==> config.mk <==
export PLATFORM = sky130hd
export DESIGN_NAME = mmio_interrupt_controller_flat
export DESIGN_NICKNAME = d
export VERILOG_FILES = /design/src/design/mic_pkg.sv /design/src/design/mic_req_if.sv /design/src/design/mic_rsp_if.sv /design/src/design/mic_front.sv /design/src/design/mic_queue.sv /design/src/design/mic_back.sv /design/src/design/mmio_interrupt_controller.sv /design/src/flat_wrapper.sv
export SDC_FILE = /design/constraint.sdc
export NUM_CORES = 2
export LEC_CHECK = 0
export BUFFER_PORTS_ARGS = -buffer_cell sky130_fd_sc_hd__buf_2
export CORE_MARGIN = 3
export CORE_UTILIZATION = 35
export DETAILED_ROUTE_END_ITERATION = 10
export GPL_ROUTABILITY_DRIVEN = 0
export PLACE_DENSITY = 0.52
export REMOVE_ABC_BUFFERS = 1
export SKIP_CTS_REPAIR_TIMING = 1
export SYNTH_ARGS = -nofsm -noshare
export SYNTH_HDL_FRONTEND = slang
export SYNTH_HIERARCHICAL = 1
export SYNTH_SLANG_ARGS = --single-unit
==> constraint.sdc <==
create_clock -name clk -period 4.23 [get_ports clk]
set_clock_uncertainty 0.1 [all_clocks]
set_input_delay 0.6345 -clock clk [delete_from_list [all_inputs] [get_ports clk]]
set_output_delay 0.6345 -clock clk [all_outputs]
set_load 0.1 [all_outputs]
==> src/design/mic_pkg.sv <==
package mic_pkg;

    localparam int LANES = 4;
    localparam int EOI_BYTES = 4;
    localparam int ENTRY_BYTES = 4;
    localparam int ROW_W = 7;

    typedef enum logic [1:0] {
        CMD_WRITE = 2'd0,
        CMD_READ  = 2'd1,
        CMD_RAISE = 2'd2,
        CMD_TICK  = 2'd3
    } cmd_t;

    typedef enum logic {
        ST_IDLE = 1'b0,
        ST_DONE = 1'b1
    } back_state_t;

    // One classified transaction. Byte lane L of the window holds every byte whose
    // window offset is L modulo four; row 0 is the EOI word, row r is IRQ entry r-1.
    typedef struct packed {
        cmd_t                         cmd;
        logic                         fits;
        logic                         eoi_clear;
        logic                         raise_ok;
        logic [5:0]                   irq;
        logic [2:0]                   size;
        logic [1:0]                   rot;
        logic [LANES-1:0]             lane_en;
        logic [LANES-1:0][ROW_W-1:0]  lane_row;
        logic [LANES-1:0][7:0]        lane_byte;
    } mic_item_t;

endpackage

==> src/design/mic_req_if.sv <==
interface mic_req_if;
    logic        valid;
    logic        ready;
    logic [1:0]  command;
    logic [15:0] address;
    logic [2:0]  access_size;
    logic [31:0] write_data;
    logic [5:0]  irq_id;

    modport source (
        output valid, command, address, access_size, write_data, irq_id,
        input  ready
    );
    modport sink (
        input  valid, command, address, access_size, write_data, irq_id,
        output ready
    );
endinterface

==> src/design/mic_rsp_if.sv <==
interface mic_rsp_if;
    logic        valid;
    logic        ready;
    logic        ok;
    logic [31:0] read_data;
    logic        irq_line_out;
    logic [7:0]  vector_out;

    modport source (
        output valid, ok, read_data, irq_line_out, vector_out,
        input  ready
    );
    modport sink (
        input  valid, ok, read_data, irq_line_out, vector_out,
        output ready
    );
endinterface

==> src/design/mic_front.sv <==
module mic_front #(
    parameter int NUM_IRQS    = 64,
    parameter int WINDOW_BASE = 57344
) (
    input  logic                clk,
    input  logic                rst_n,
    mic_req_if.sink             request,
    output logic                item_valid,
    input  logic                item_ready,
    output mic_pkg::mic_item_t  item
);
    import mic_pkg::*;

    localparam logic [16:0] WINDOW_END = 17'(WINDOW_BASE + EOI_BYTES + ENTRY_BYTES * NUM_IRQS);

    mic_item_t   item_reg;
    mic_item_t   item_next;
    logic        valid_reg;
    logic        accept;
    logic [15:0] offset;
    logic        size_good;
    logic        fits;
    logic [1:0]  k;
    logic [8:0]  byte_pos;

    assign request.ready = !valid_reg || item_ready;
    assign accept = request.valid && request.ready;
    assign item_valid = valid_reg;
    assign item = item_reg;

    always_comb
    begin
        offset = request.address - 16'(WINDOW_BASE);
        size_good = (request.access_size != 3'd0) && (request.access_size <= 3'd4);
        fits = size_good && (request.address >= 16'(WINDOW_BASE))
               && (({1'b0, request.address} + 17'(request.access_size)) <= WINDOW_END);
        item_next.cmd = cmd_t'(request.command);
        item_next.fits = fits;
        item_next.eoi_clear = fits && (offset == 16'd0) && (request.write_data[7:0] == 8'd0);
        item_next.raise_ok = {26'd0, request.irq_id} < 32'(NUM_IRQS);
        item_next.irq = request.irq_id;
        item_next.size = request.access_size;
        item_next.rot = offset[1:0];
        for (int l = 0; l < LANES; l++)
        begin
            k = 2'(l) - offset[1:0];
            byte_pos = offset[8:0] + 9'(k);
            item_next.lane_en[l] = fits && ({1'b0, k} < request.access_size);
            item_next.lane_row[l] = byte_pos[8:2];
            item_next.lane_byte[l] = request.write_data[{k, 3'b000} +: 8];
        end
    end

    always_ff @(posedge clk or negedge rst_n)
    begin
        if (!rst_n)
        begin
            valid_reg <= 1'b0;
        end
        else if (accept)
        begin
            valid_reg <= 1'b1;
        end
        else if (item_ready)
        begin
            valid_reg <= 1'b0;
        end
    end

    always_ff @(posedge clk)
    begin
        if (accept)
        begin
            item_reg <= item_next;
        end
    end
endmodule

==> src/design/mic_queue.sv <==
module mic_queue (
    input  logic                clk,
    input  logic                rst_n,
    input  logic                push_valid,
    output logic                push_ready,
    input  mic_pkg::mic_item_t  push_item,
    output logic                pop_valid,
    input  logic                pop_ready,
    output mic_pkg::mic_item_t  pop_item
);
    import mic_pkg::*;

    mic_item_t  entry_reg [2];
    logic       wr_ptr_reg;
    logic       rd_ptr_reg;
    logic [1:0] count_reg;
    logic       push;
    logic       pop;

    assign push_ready = (count_reg != 2'd2);
    assign pop_valid = (count_reg != 2'd0);
    assign push = push_valid && push_ready;
    assign pop = pop_valid && pop_ready;
    assign pop_item = entry_reg[rd_ptr_reg];

    always_ff @(posedge clk or negedge rst_n)
    begin
        if (!rst_n)
        begin
            wr_ptr_reg <= 1'b0;
            rd_ptr_reg <= 1'b0;
            count_reg <= 2'd0;
        end
        else
        begin
            if (push)
            begin
                wr_ptr_reg <= !wr_ptr_reg;
            end
            if (pop)
            begin
                rd_ptr_reg <= !rd_ptr_reg;
            end
            if (push && !pop)
            begin
                count_reg <= count_reg + 2'd1;
            end
            else if (pop && !push)
            begin
                count_reg <= count_reg - 2'd1;
            end
        end
    end

    always_ff @(posedge clk)
    begin
        if (push)
        begin
            entry_reg[wr_ptr_reg] <= push_item;
        end
    end
endmodule

==> src/design/mic_back.sv <==
module mic_back #(
    parameter int NUM_IRQS = 64
) (
    input  logic                clk,
    input  logic                rst_n,
    input  logic                item_valid,
    output logic                item_ready,
    input  mic_pkg::mic_item_t  item,
    mic_rsp_if.source           response
);
    import mic_pkg::*;

    localparam int IDX_W = (NUM_IRQS > 1) ? $clog2(NUM_IRQS) : 1;

    back_state_t           state_reg;
    back_state_t           state_next;
    mic_item_t             cur_reg;
    logic                  took_reg;
    logic [LANES-1:0][7:0] eoi_reg;
    logic [NUM_IRQS-1:0]   pending_reg;
    logic [NUM_IRQS-1:0]   enable_reg;
    logic                  in_service_reg;
    logic                  line_reg;
    logic [7:0]            vector_reg;
    logic                  out_valid_reg;
    logic                  ok_reg;
    logic [31:0]           rdata_reg;
    logic                  line_out_reg;
    logic [7:0]            vector_out_reg;

    logic                  issue;
    logic                  finish;
    logic [NUM_IRQS-1:0]   cand;
    logic [NUM_IRQS-1:0]   pend_tick;
    logic                  take;
    logic [IDX_W-1:0]      win;
    logic [LANES-1:0][7:0] lane_data;
    logic [31:0]           rdata;
    logic [7:0]            vector_new;
    logic                  ok;
    logic [1:0]            lane_sel;

    assign item_ready = (state_reg == ST_IDLE);
    assign issue = item_valid && item_ready;
    assign finish = (state_reg == ST_DONE) && (!out_valid_reg || response.ready);

    assign response.valid = out_valid_reg;
    assign response.ok = ok_reg;
    assign response.read_data = rdata_reg;
    assign response.irq_line_out = line_out_reg;
    assign response.vector_out = vector_out_reg;

    always_comb
    begin
        cand = pending_reg & enable_reg;
        take = !in_service_reg && (cand != '0);
        win = '0;
        for (int i = NUM_IRQS - 1; i >= 0; i--)
        begin
            if (cand[i])
            begin
                win = IDX_W'(i);
            end
        end
        pend_tick = cand;
        if (take)
        begin
            pend_tick[win] = 1'b0;
        end
    end

    for (genvar l = 0; l < LANES; l++)
    begin : g_lane
        logic [7:0]          mem [NUM_IRQS];
        logic [NUM_IRQS-1:0] vld_reg;
        logic [7:0]          q_reg;
        logic                qv_reg;
        logic                q_eoi_reg;
        logic                wr;
        logic                rd;
        logic [IDX_W-1:0]    addr;
        logic [ROW_W-1:0]    row_m1;

        always_comb
        begin
            row_m1 = item.lane_row[l] - ROW_W'(1);
            wr = issue && (item.cmd == CMD_WRITE) && item.lane_en[l]
                 && (item.lane_row[l] != '0);
            rd = issue && (((item.cmd == CMD_READ) && item.lane_en[l])
                 || ((item.cmd == CMD_TICK) && (l == 0)));
            addr = (item.cmd == CMD_TICK) ? win : IDX_W'(row_m1);
        end

        always_ff @(posedge clk)
        begin
            if (wr)
            begin
                mem[addr] <= item.lane_byte[l];
            end
            if (rd)
            begin
                q_reg <= mem[addr];
            end
        end

        always_ff @(posedge clk or negedge rst_n)
        begin
            if (!rst_n)
            begin
                vld_reg <= '0;
                qv_reg <= 1'b0;
                q_eoi_reg <= 1'b0;
            end
            else
            begin
                if (wr)
                begin
                    vld_reg[addr] <= 1'b1;
                end
                if (rd)
                begin
                    qv_reg <= vld_reg[addr];
                    q_eoi_reg <= (item.cmd != CMD_TICK) && (item.lane_row[l] == '0);
                end
            end
        end

        assign lane_data[l] = q_eoi_reg ? eoi_reg[l] : (qv_reg ? q_reg : 8'd0);
    end

    always_comb
    begin
        state_next = state_reg;
        case (state_reg)
            ST_IDLE:
            begin
                if (issue)
                begin
                    state_next = ST_DONE;
                end
            end
            ST_DONE:
            begin
                if (finish)
                begin
                    state_next = ST_IDLE;
                end
            end
            default:
            begin
                state_next = ST_IDLE;
            end
        endcase
    end

    always_comb
    begin
        rdata = '0;
        for (int k = 0; k < LANES; k++)
        begin
            lane_sel = cur_reg.rot + 2'(k);
            if ((cur_reg.cmd == CMD_READ) && cur_reg.fits && (3'(k) < cur_reg.size))
            begin
                rdata[8*k +: 8] = lane_data[lane_sel];
            end
        end
        vector_new = ((cur_reg.cmd == CMD_TICK) && took_reg) ? lane_data[0] : vector_reg;
        ok = ((cur_reg.cmd == CMD_WRITE) || (cur_reg.cmd == CMD_READ)) ? cur_reg.fits : 1'b1;
    end

    always_ff @(posedge clk or negedge rst_n)
    begin
        if (!rst_n)
        begin
            state_reg <= ST_IDLE;
            took_reg <= 1'b0;
            eoi_reg <= '0;
            pending_reg <= '0;
            enable_reg <= '0;
            in_service_reg <= 1'b0;
            line_reg <= 1'b0;
            vector_reg <= 8'd0;
            out_valid_reg <= 1'b0;
        end
        else
        begin
            state_reg <= state_next;
            if (issue)
            begin
                took_reg <= take;
                case (item.cmd)
                    CMD_WRITE:
                    begin
                        for (int l = 0; l < LANES; l++)
                        begin
                            if (item.lane_en[l] && (item.lane_row[l] == '0))
                            begin
                                eoi_reg[l] <= item.lane_byte[l];
                            end
                            if (item.lane_en[l] && (item.lane_row[l] != '0) && (l == 2))
                            begin
                                enable_reg[IDX_W'(item.lane_row[l] - ROW_W'(1))]
                                    <= item.lane_byte[l][0];
                            end
                        end
                        if (item.eoi_clear)
                        begin
                            in_service_reg <= 1'b0;
                        end
                    end
                    CMD_READ:
                    begin
                    end
                    CMD_RAISE:
                    begin
                        if (item.raise_ok)
                        begin
                            pending_reg[IDX_W'(item.irq)] <= 1'b1;
                        end
                    end
                    CMD_TICK:
                    begin
                        pending_reg <= pend_tick;
                        if (take)
                        begin
                            in_service_reg <= 1'b1;
                            line_reg <= 1'b1;
                            eoi_reg <= 32'h0000_0001;
                        end
                        else if (!in_service_reg)
                        begin
                            line_reg <= 1'b0;
                        end
                    end
                    default:
                    begin
                    end
                endcase
            end
            if (finish)
            begin
                vector_reg <= vector_new;
                out_valid_reg <= 1'b1;
            end
            else if (response.ready)
            begin
                out_valid_reg <= 1'b0;
            end
        end
    end

    always_ff @(posedge clk)
    begin
        if (issue)
        begin
            cur_reg <= item;
        end
        if (finish)
        begin
            ok_reg <= ok;
            rdata_reg <= rdata;
            line_out_reg <= line_reg;
            vector_out_reg <= vector_new;
        end
    end
endmodule

==> src/design/mmio_interrupt_controller.sv <==
// The execution unit takes one transaction at a time: it reads the entry memory, then
// forms the result in its response registers, and takes no new transaction until that
// result is loaded, which waits while an earlier response has not been taken.
// Reset (rst_n, asynchronous, active low) clears the EOI word, pending, enable,
// in-service, line, vector and per-byte valid bits; unwritten entry bytes read as zero.
module mmio_interrupt_controller #(
    parameter int NUM_IRQS    = 64,
    parameter int WINDOW_BASE = 57344
) (
    input  logic       clk,
    input  logic       rst_n,
    mic_req_if.sink    request,
    mic_rsp_if.source  response
);
    import mic_pkg::*;

    logic      front_valid;
    logic      front_ready;
    mic_item_t front_item;
    logic      back_valid;
    logic      back_ready;
    mic_item_t back_item;

    mic_front #(
        .NUM_IRQS    (NUM_IRQS),
        .WINDOW_BASE (WINDOW_BASE)
    ) u_front (
        .clk        (clk),
        .rst_n      (rst_n),
        .request    (request),
        .item_valid (front_valid),
        .item_ready (front_ready),
        .item       (front_item)
    );

    mic_queue u_queue (
        .clk        (clk),
        .rst_n      (rst_n),
        .push_valid (front_valid),
        .push_ready (front_ready),
        .push_item  (front_item),
        .pop_valid  (back_valid),
        .pop_ready  (back_ready),
        .pop_item   (back_item)
    );

    mic_back #(
        .NUM_IRQS (NUM_IRQS)
    ) u_back (
        .clk        (clk),
        .rst_n      (rst_n),
        .item_valid (back_valid),
        .item_ready (back_ready),
        .item       (back_item),
        .response   (response)
    );
endmodule

==> src/flat_wrapper.sv <==
// flat-port wrapper written by rule: the top's interface ports become plain ports
module mmio_interrupt_controller_flat import mic_pkg::*;
#(
    parameter int NUM_IRQS    = 64,
    parameter int WINDOW_BASE = 57344
)
  (clk, rst_n, request_valid, request_command, request_address, request_access_size, request_write_data, request_irq_id, request_ready, response_valid, response_ok, response_read_data, response_irq_line_out, response_vector_out, response_ready);
  mic_req_if request_i ();
  mic_rsp_if response_i ();
  input  logic clk;
  input  logic rst_n;
  input wire logic [$bits(request_i.valid)-1:0] request_valid;
  input wire logic [$bits(request_i.command)-1:0] request_command;
  input wire logic [$bits(request_i.address)-1:0] request_address;
  input wire logic [$bits(request_i.access_size)-1:0] request_access_size;
  input wire logic [$bits(request_i.write_data)-1:0] request_write_data;
  input wire logic [$bits(request_i.irq_id)-1:0] request_irq_id;
  output wire logic [$bits(request_i.ready)-1:0] request_ready;
  output wire logic [$bits(response_i.valid)-1:0] response_valid;
  output wire logic [$bits(response_i.ok)-1:0] response_ok;
  output wire logic [$bits(response_i.read_data)-1:0] response_read_data;
  output wire logic [$bits(response_i.irq_line_out)-1:0] response_irq_line_out;
  output wire logic [$bits(response_i.vector_out)-1:0] response_vector_out;
  input wire logic [$bits(response_i.ready)-1:0] response_ready;
  assign request_i.valid = request_valid;
  assign request_i.command = request_command;
  assign request_i.address = request_address;
  assign request_i.access_size = request_access_size;
  assign request_i.write_data = request_write_data;
  assign request_i.irq_id = request_irq_id;
  assign request_ready = request_i.ready;
  assign response_valid = response_i.valid;
  assign response_ok = response_i.ok;
  assign response_read_data = response_i.read_data;
  assign response_irq_line_out = response_i.irq_line_out;
  assign response_vector_out = response_i.vector_out;
  assign response_i.ready = response_ready;
  mmio_interrupt_controller #(.NUM_IRQS(NUM_IRQS), .WINDOW_BASE(WINDOW_BASE)) u_core (.clk(clk), .rst_n(rst_n), .request(request_i), .response(response_i));
endmodule
Word-level counts from Yosys, hierarchy flattened --
Memories as Yosys holds them, arrays and structs flattened. A register that Yosys moved wholly into a read port is not among the register bits. Index checks and enable logic that the tools add are counted.
Word-level totals: bits in registers 571, memory bits (writable) 2206, input port bits 63, output and inout port bits 44, memories kept 5
Operators by class: add/sub/neg operators 19, order comparisons 29, equality and inequality tests 15, shifts and indexed selects 4, multiplexer cells 141, bitwise operators 9, reductions and logical operators 94
Memory list:
- u_core.u_back.g_lane[0].mem | depth 64, width 8, rd ports 1, clocked after Yosys merged registers in 1, wr ports 1, RTL line mic_back.sv:74 | logic [7:0] mem [NUM_IRQS];
- u_core.u_back.g_lane[1].mem | depth 64, width 8, rd ports 1, clocked after Yosys merged registers in 1, wr ports 1, RTL line mic_back.sv:74
- u_core.u_back.g_lane[2].mem | depth 64, width 8, rd ports 1, clocked after Yosys merged registers in 1, wr ports 1, RTL line mic_back.sv:74
- u_core.u_back.g_lane[3].mem | depth 64, width 8, rd ports 1, clocked after Yosys merged registers in 1, wr ports 1, RTL line mic_back.sv:74
- u_core.u_queue.entry_reg | depth 2, width 79, rd ports 1, clocked after Yosys merged registers in 0, wr ports 1, RTL line mic_queue.sv:13 | mic_item_t entry_reg [2];
Operators with widths (number):
- 6-bit two-way mux | 68
- 64-bit OR | 5
- 8-bit two-way mux | 17
- 64-bit bitwise AND | 2
- 64-bit two-way mux | 2
- 64-bit one-hot mux with 2 select lines | 1
- 32-bit by 6-bit indexed part select with 8-bit output | 4
- 8-bit binary-select mux with 2-bit select | 4
- 64-bit bitwise mux | 1
- 64-bit NOT | 1
- 32-bit one-hot mux with 2 select lines | 1
- 64-bit nonzero test | 1
- 1-bit logical AND | 55
- 6-bit by 7-bit < comparator with 1-bit output (second input constant) | 7
- 1-bit demux with 6-bit select | 7
- 6-bit by 1-bit greater-or-equal comparator with 1-bit output (second input constant) | 7
- 9-bit by 2-bit adder with 9-bit output | 4
- 32-bit two-way mux | 1
- 1-bit two-way mux | 31
- 7-bit zero test | 4
- 7-bit nonzero test | 4
- 1-bit binary-select mux with 6-bit select | 4
- 6-bit by 1-bit subtractor with 6-bit output (second input constant) | 4
- 4-bit AND reduction | 5
- other kinds (29) | 71

Depth between registers and ports, before layout --
depth in word-level cells 73, mapped depth 20

By module --
The synthesis kept the hierarchy.
By module, submodules not included:
- mic_back | instances 1, cells each 7633, area each 103553.1 µm², seq. area each 74896.8 µm²
- mic_queue | instances 1, cells each 267, area each 6367.4 µm², seq. area each 4904.7 µm²
- mic_front | instances 1, cells each 275, area each 4221.5 µm², seq. area each 2397.3 µm²

Worst setup path after synthesis --
No wires, ideal clock.
path kind register to register, start point register u_core.u_queue.count_reg[0], end point memory u_core/u_queue/entry_reg[0][0] in the netlist's numbering, enable pin, setup time 0.519 ns, arrival time 3.950 ns, path slack -0.339 ns, cell stages (with the launch flop) 4, buffers on the path 0, clock period less this slack 4.569 ns, cells stage by stage dfrtp_1 nand2b_1 nand2_1 nor2_1
On the way: word-level cells in the longest chain between the ends 4
RTL lines:
- from (decl) | RTL line mic_queue.sv:16 | logic [1:0] count_reg;
- from (signal assigned) | RTL line mic_queue.sv:46 | count_reg <= count_reg + 2'd1;
- from (signal assigned) | RTL line mic_queue.sv:50 | count_reg <= count_reg - 2'd1;
- 2-bit != test | RTL line mic_queue.sv:20 | assign push_ready = (count_reg != 2'd2);
- net u_core.front_ready | RTL line mmio_interrupt_controller.sv:18 | logic front_ready;
- 1-bit logical AND | RTL line mic_queue.sv:22 | assign push = push_valid && push_ready;
- 1-bit two-way mux | RTL line mic_queue.sv:57 | if (push)
- 1-bit two-way mux (implied by the code) | RTL line mic_queue.sv:59 | entry_reg[wr_ptr_reg] <= push_item;
- to (decl) | RTL line mic_queue.sv:13
The timed path passes the listed nets, and every way through them passes these cells.

==> metrics.txt <==
Clk Latency, worst-skew pair=between 0.9 and 1 ns; final number of setup-violating endpoints=18; clock slew at reported path FFs=roughly 0.06 ns; crit path max-delay cell type=dfrtp_4; # fillers=between 20000 and 30000; largest net degree at the start of global routing=86; worst-path fanout max=15; final worst path period share=104%; worst path bufs/invs=5; wire per inst=28.0 µm; Final ANT Viol Nets=0; nature of the critical path startpoint=register; Hold Crit Class=primary input to register; H-tree Lvls=5; first-pass GRT wire length=about 570000 µm; # nets final=about 10000; GRT Resource Usage Total=roughly 23%; prevailing post-synth register cell=edfxtp_1; Yosys cell types=98; Final Cell Area=around 150000 µm²; share of cells above drive strength 1=a little over 30%; Seq/Total Area, Yosys=72.0%; critical path class=register to register; DP HPWL=between 200000 and 300000 µm; Leak Pwr=approximately 55 nW; WL final=around 410000 µm; CP top delay family=simple AND/OR/NAND/NOR gates; Ports=107; vias per cell=5.56; maxcap violations=0; Max IR drop VDD=approximately 0.58 mV; Tot Pwr=136 mW; Detailed Route Iter0 Violations=a little over 9000; Synth Cell Area=~110000 µm²; Synth Register Bits=about 2800; cells after synthesis=around 8000; root buffer cell=clkbuf_16; Critical Path AT=between 4 and 5 ns; Via Count=slightly above 80000; TritonCTS Sinks=2811; unrepaired setup endpoints after global routing=true; Avg Inst Size Synth=about 14 µm²; chip width=a little under 600 µm; core area=about 320000 µm²; critical path's largest stage delay=approximately 0.53 ns; Cell Rows=~210; Fmax=approximately 230 MHz; most used cell, CP=buf_12; DR pass1 iterations=7; Synth top area share=62.3%; Starting Density=approximately a third; # DRC=0; Yosys warnings=6; worst setup margin=-0.170 ns; CTS buffer count=313; Die Height=577 µm; area grow syn2layout=28.3%; Post-synth EDFFs=about 2400; maximum buffer depth of the clock tree=4; vias in the first global route=~78000; GRT overflow=0; final hold viol count=0; outcome=finished with violations; Max-slew headroom=22.9%; Tmin final=roughly 4.4 ns; initial antenna violation count=28; Area contributors post-synth=edfxtp_1 62%, dfrtp_1 9.7%, nand2_1 4.3%; Die ar.=333000 µm²; port bufs=106; area post-placement=131000 µm²; CTS tree=done; Worst-Margin Slew=approximately 1.1 ns; PwrDens=927 nW/µm²; ys async rst share=between 10% and 20%; failing checks=setup timing; Synth area leader=edfxtp_1; max reg flops=about 2000; fin. max-slew vios=0; critical path cell sequence=buf_12 > mux2_4 > inv_1 > ha_2 > xor2_2 > nor2_1 > nor2_4 > buf_12 > buf_12 > nor2_1 > buf_4 > a211oi_1 > o22ai_1 > a221oi_2 > or4b_1; worst endpoint required time=4.79 ns; crit path capture type=register
[cells by family after synthesis]
logic type	count (synthesis)	synth area share, %
xor+xnor	55	0.422
simple gates	2591	9.90
fa+ha+maj	21	0.237
compound gates	1714	9.96
buf+inv	460	1.77
mux	522	5.70
flops	2811	72.0
other cells	1	0.00329
[worst register-to-register path: stages, from the launching register on]
cell and delay (ns):
dfrtp_4 0.53, buf_12 0.18, mux2_4 0.31, inv_1 0.10
ha_2 0.22, xor2_2 0.29, nor2_1 0.16, nor2_4 0.28
buf_12 0.21, buf_12 0.17, nor2_1 0.10, buf_4 0.22
a211oi_1 0.33, o22ai_1 0.19, a221oi_2 0.33, or4b_1 0.46
[per-stage QoR]
step / TNS [ns] / setup WS [ns] / std cells / utilization, % / hold slack (ns)
2_1_floorplan: - / -10.50 / 7771 / - / 0.239
3_3_place_gp: -186.54 / -0.901 / 13700 / 40.5 / 0.323
3_5_place_dp: -202.43 / -0.872 / 13700 / 40.5 / 0.330
4_1_cts: -250.41 / -0.919 / 14300 / 43.7 / -0.398
5_1_grt: -4.11 / -0.267 / 14500 / 45.2 / 0.0120
6_report: -1.28 / -0.170 / 14500 / 45.2 / 0.0379
[synthesized netlist by cell type, types with 24 or more instances]
library cell	instances
a211oi_1	60
buf_1	74
xor2_1	24
buf_2	93
dfrtp_1	442
o21ai_0	385
mux2i_1	276
nor2_1	496
a21oi_1	439
nor3_1	62
a221o_1	40
or2_2	264
o211ai_1	29
o22ai_1	67
xnor2_1	31
edfxtp_1	2369
a22o_1	36
a31oi_1	60
mux4_2	60
nand4_1	36
inv_1	54
mux2_4	79
nand2_1	1308
a221oi_1	149
mux2_2	101
nand3_1	307
clkbuf_1	221
a222oi_1	44
and3_1	24
a22oi_1	175
a21boi_0	42
[per-layer routing]
metal	global-route usage, %	vias up	wire, µm
li1	-	34600	-
met1	31.5	41400	165000
met2	37.0	3766	189000
met3	3.95	814	32800
met4	9.08	4	17900
met5	0	-	34
[cells in the final DEF (no fill, tap or decap), types with 34 or more instances in the layout]
cell,count
a211oi_1,46
a21boi_0,38
a21oi_1,407
a221o_1,40
a221oi_1,90
a221oi_2,49
a222oi_1,44
a22o_1,34
a22oi_1,150
a31oi_1,49
buf_12,146
buf_2,105
buf_4,1430
buf_6,62
clkbuf_1,77
clkbuf_16,340
clkinv_1,39
clkinv_2,43
dfrtp_1,441
edfxtp_1,2369
inv_1,52
mux2_2,97
mux2_4,85
mux2i_1,263
mux4_2,60
nand2_1,1289
nand3_1,299
nand4_1,36
nor2_1,448
nor3_1,39
o21ai_0,322
o21ai_1,46
o22ai_1,56
or2_2,264
[cell type report]
class	instances	area, µm²	share of cell area, %
inverters	56	210	0.144
flip-flops and latches	2811	82200	56.1
clock buffers	421	8620	5.88
multi-input cells	4905	32200	22.0
clock inverters	156	1810	1.23
diodes	12	30.0	0.0205
well taps	4325	5410	3.69
repair buffers	1799	16000	10.9
[worst paths after layout]
check	start	end	slack [ns]	cells past startpoint
worst max-delay path	u_core/u_queue/rd_ptr_reg	u_core/u_back/g_lane[0].q_reg[4]	-0.17	15
worst min-delay path	request_address[7]	u_core/u_front/item[58]	0.04	1
worst max register to register	u_core/u_queue/rd_ptr_reg	u_core/u_back/g_lane[0].q_reg[4]	-0.17	15
worst min register to register	u_core/u_front/item[48]	u_core/u_queue/entry_reg[1][48]	0.33	0
max in group asynchronous	rst_n	u_core/u_back/g_lane[1].vld_reg[28]	2.64	3
min in group asynchronous	rst_n	u_core/u_back/g_lane[3].vld_reg[42]	0.21	2
[report_power, final]
group / switching [mW] / leakage, nW / total, mW / internal (mW)
logic: 43.7 / 22.5 / 70.7 / 27.0
registers: 1.36 / 27.5 / 37.4 / 36.0
clock network: 11.4 / 5.07 / 27.8 / 16.4
(Power assumes the default switching activity.)
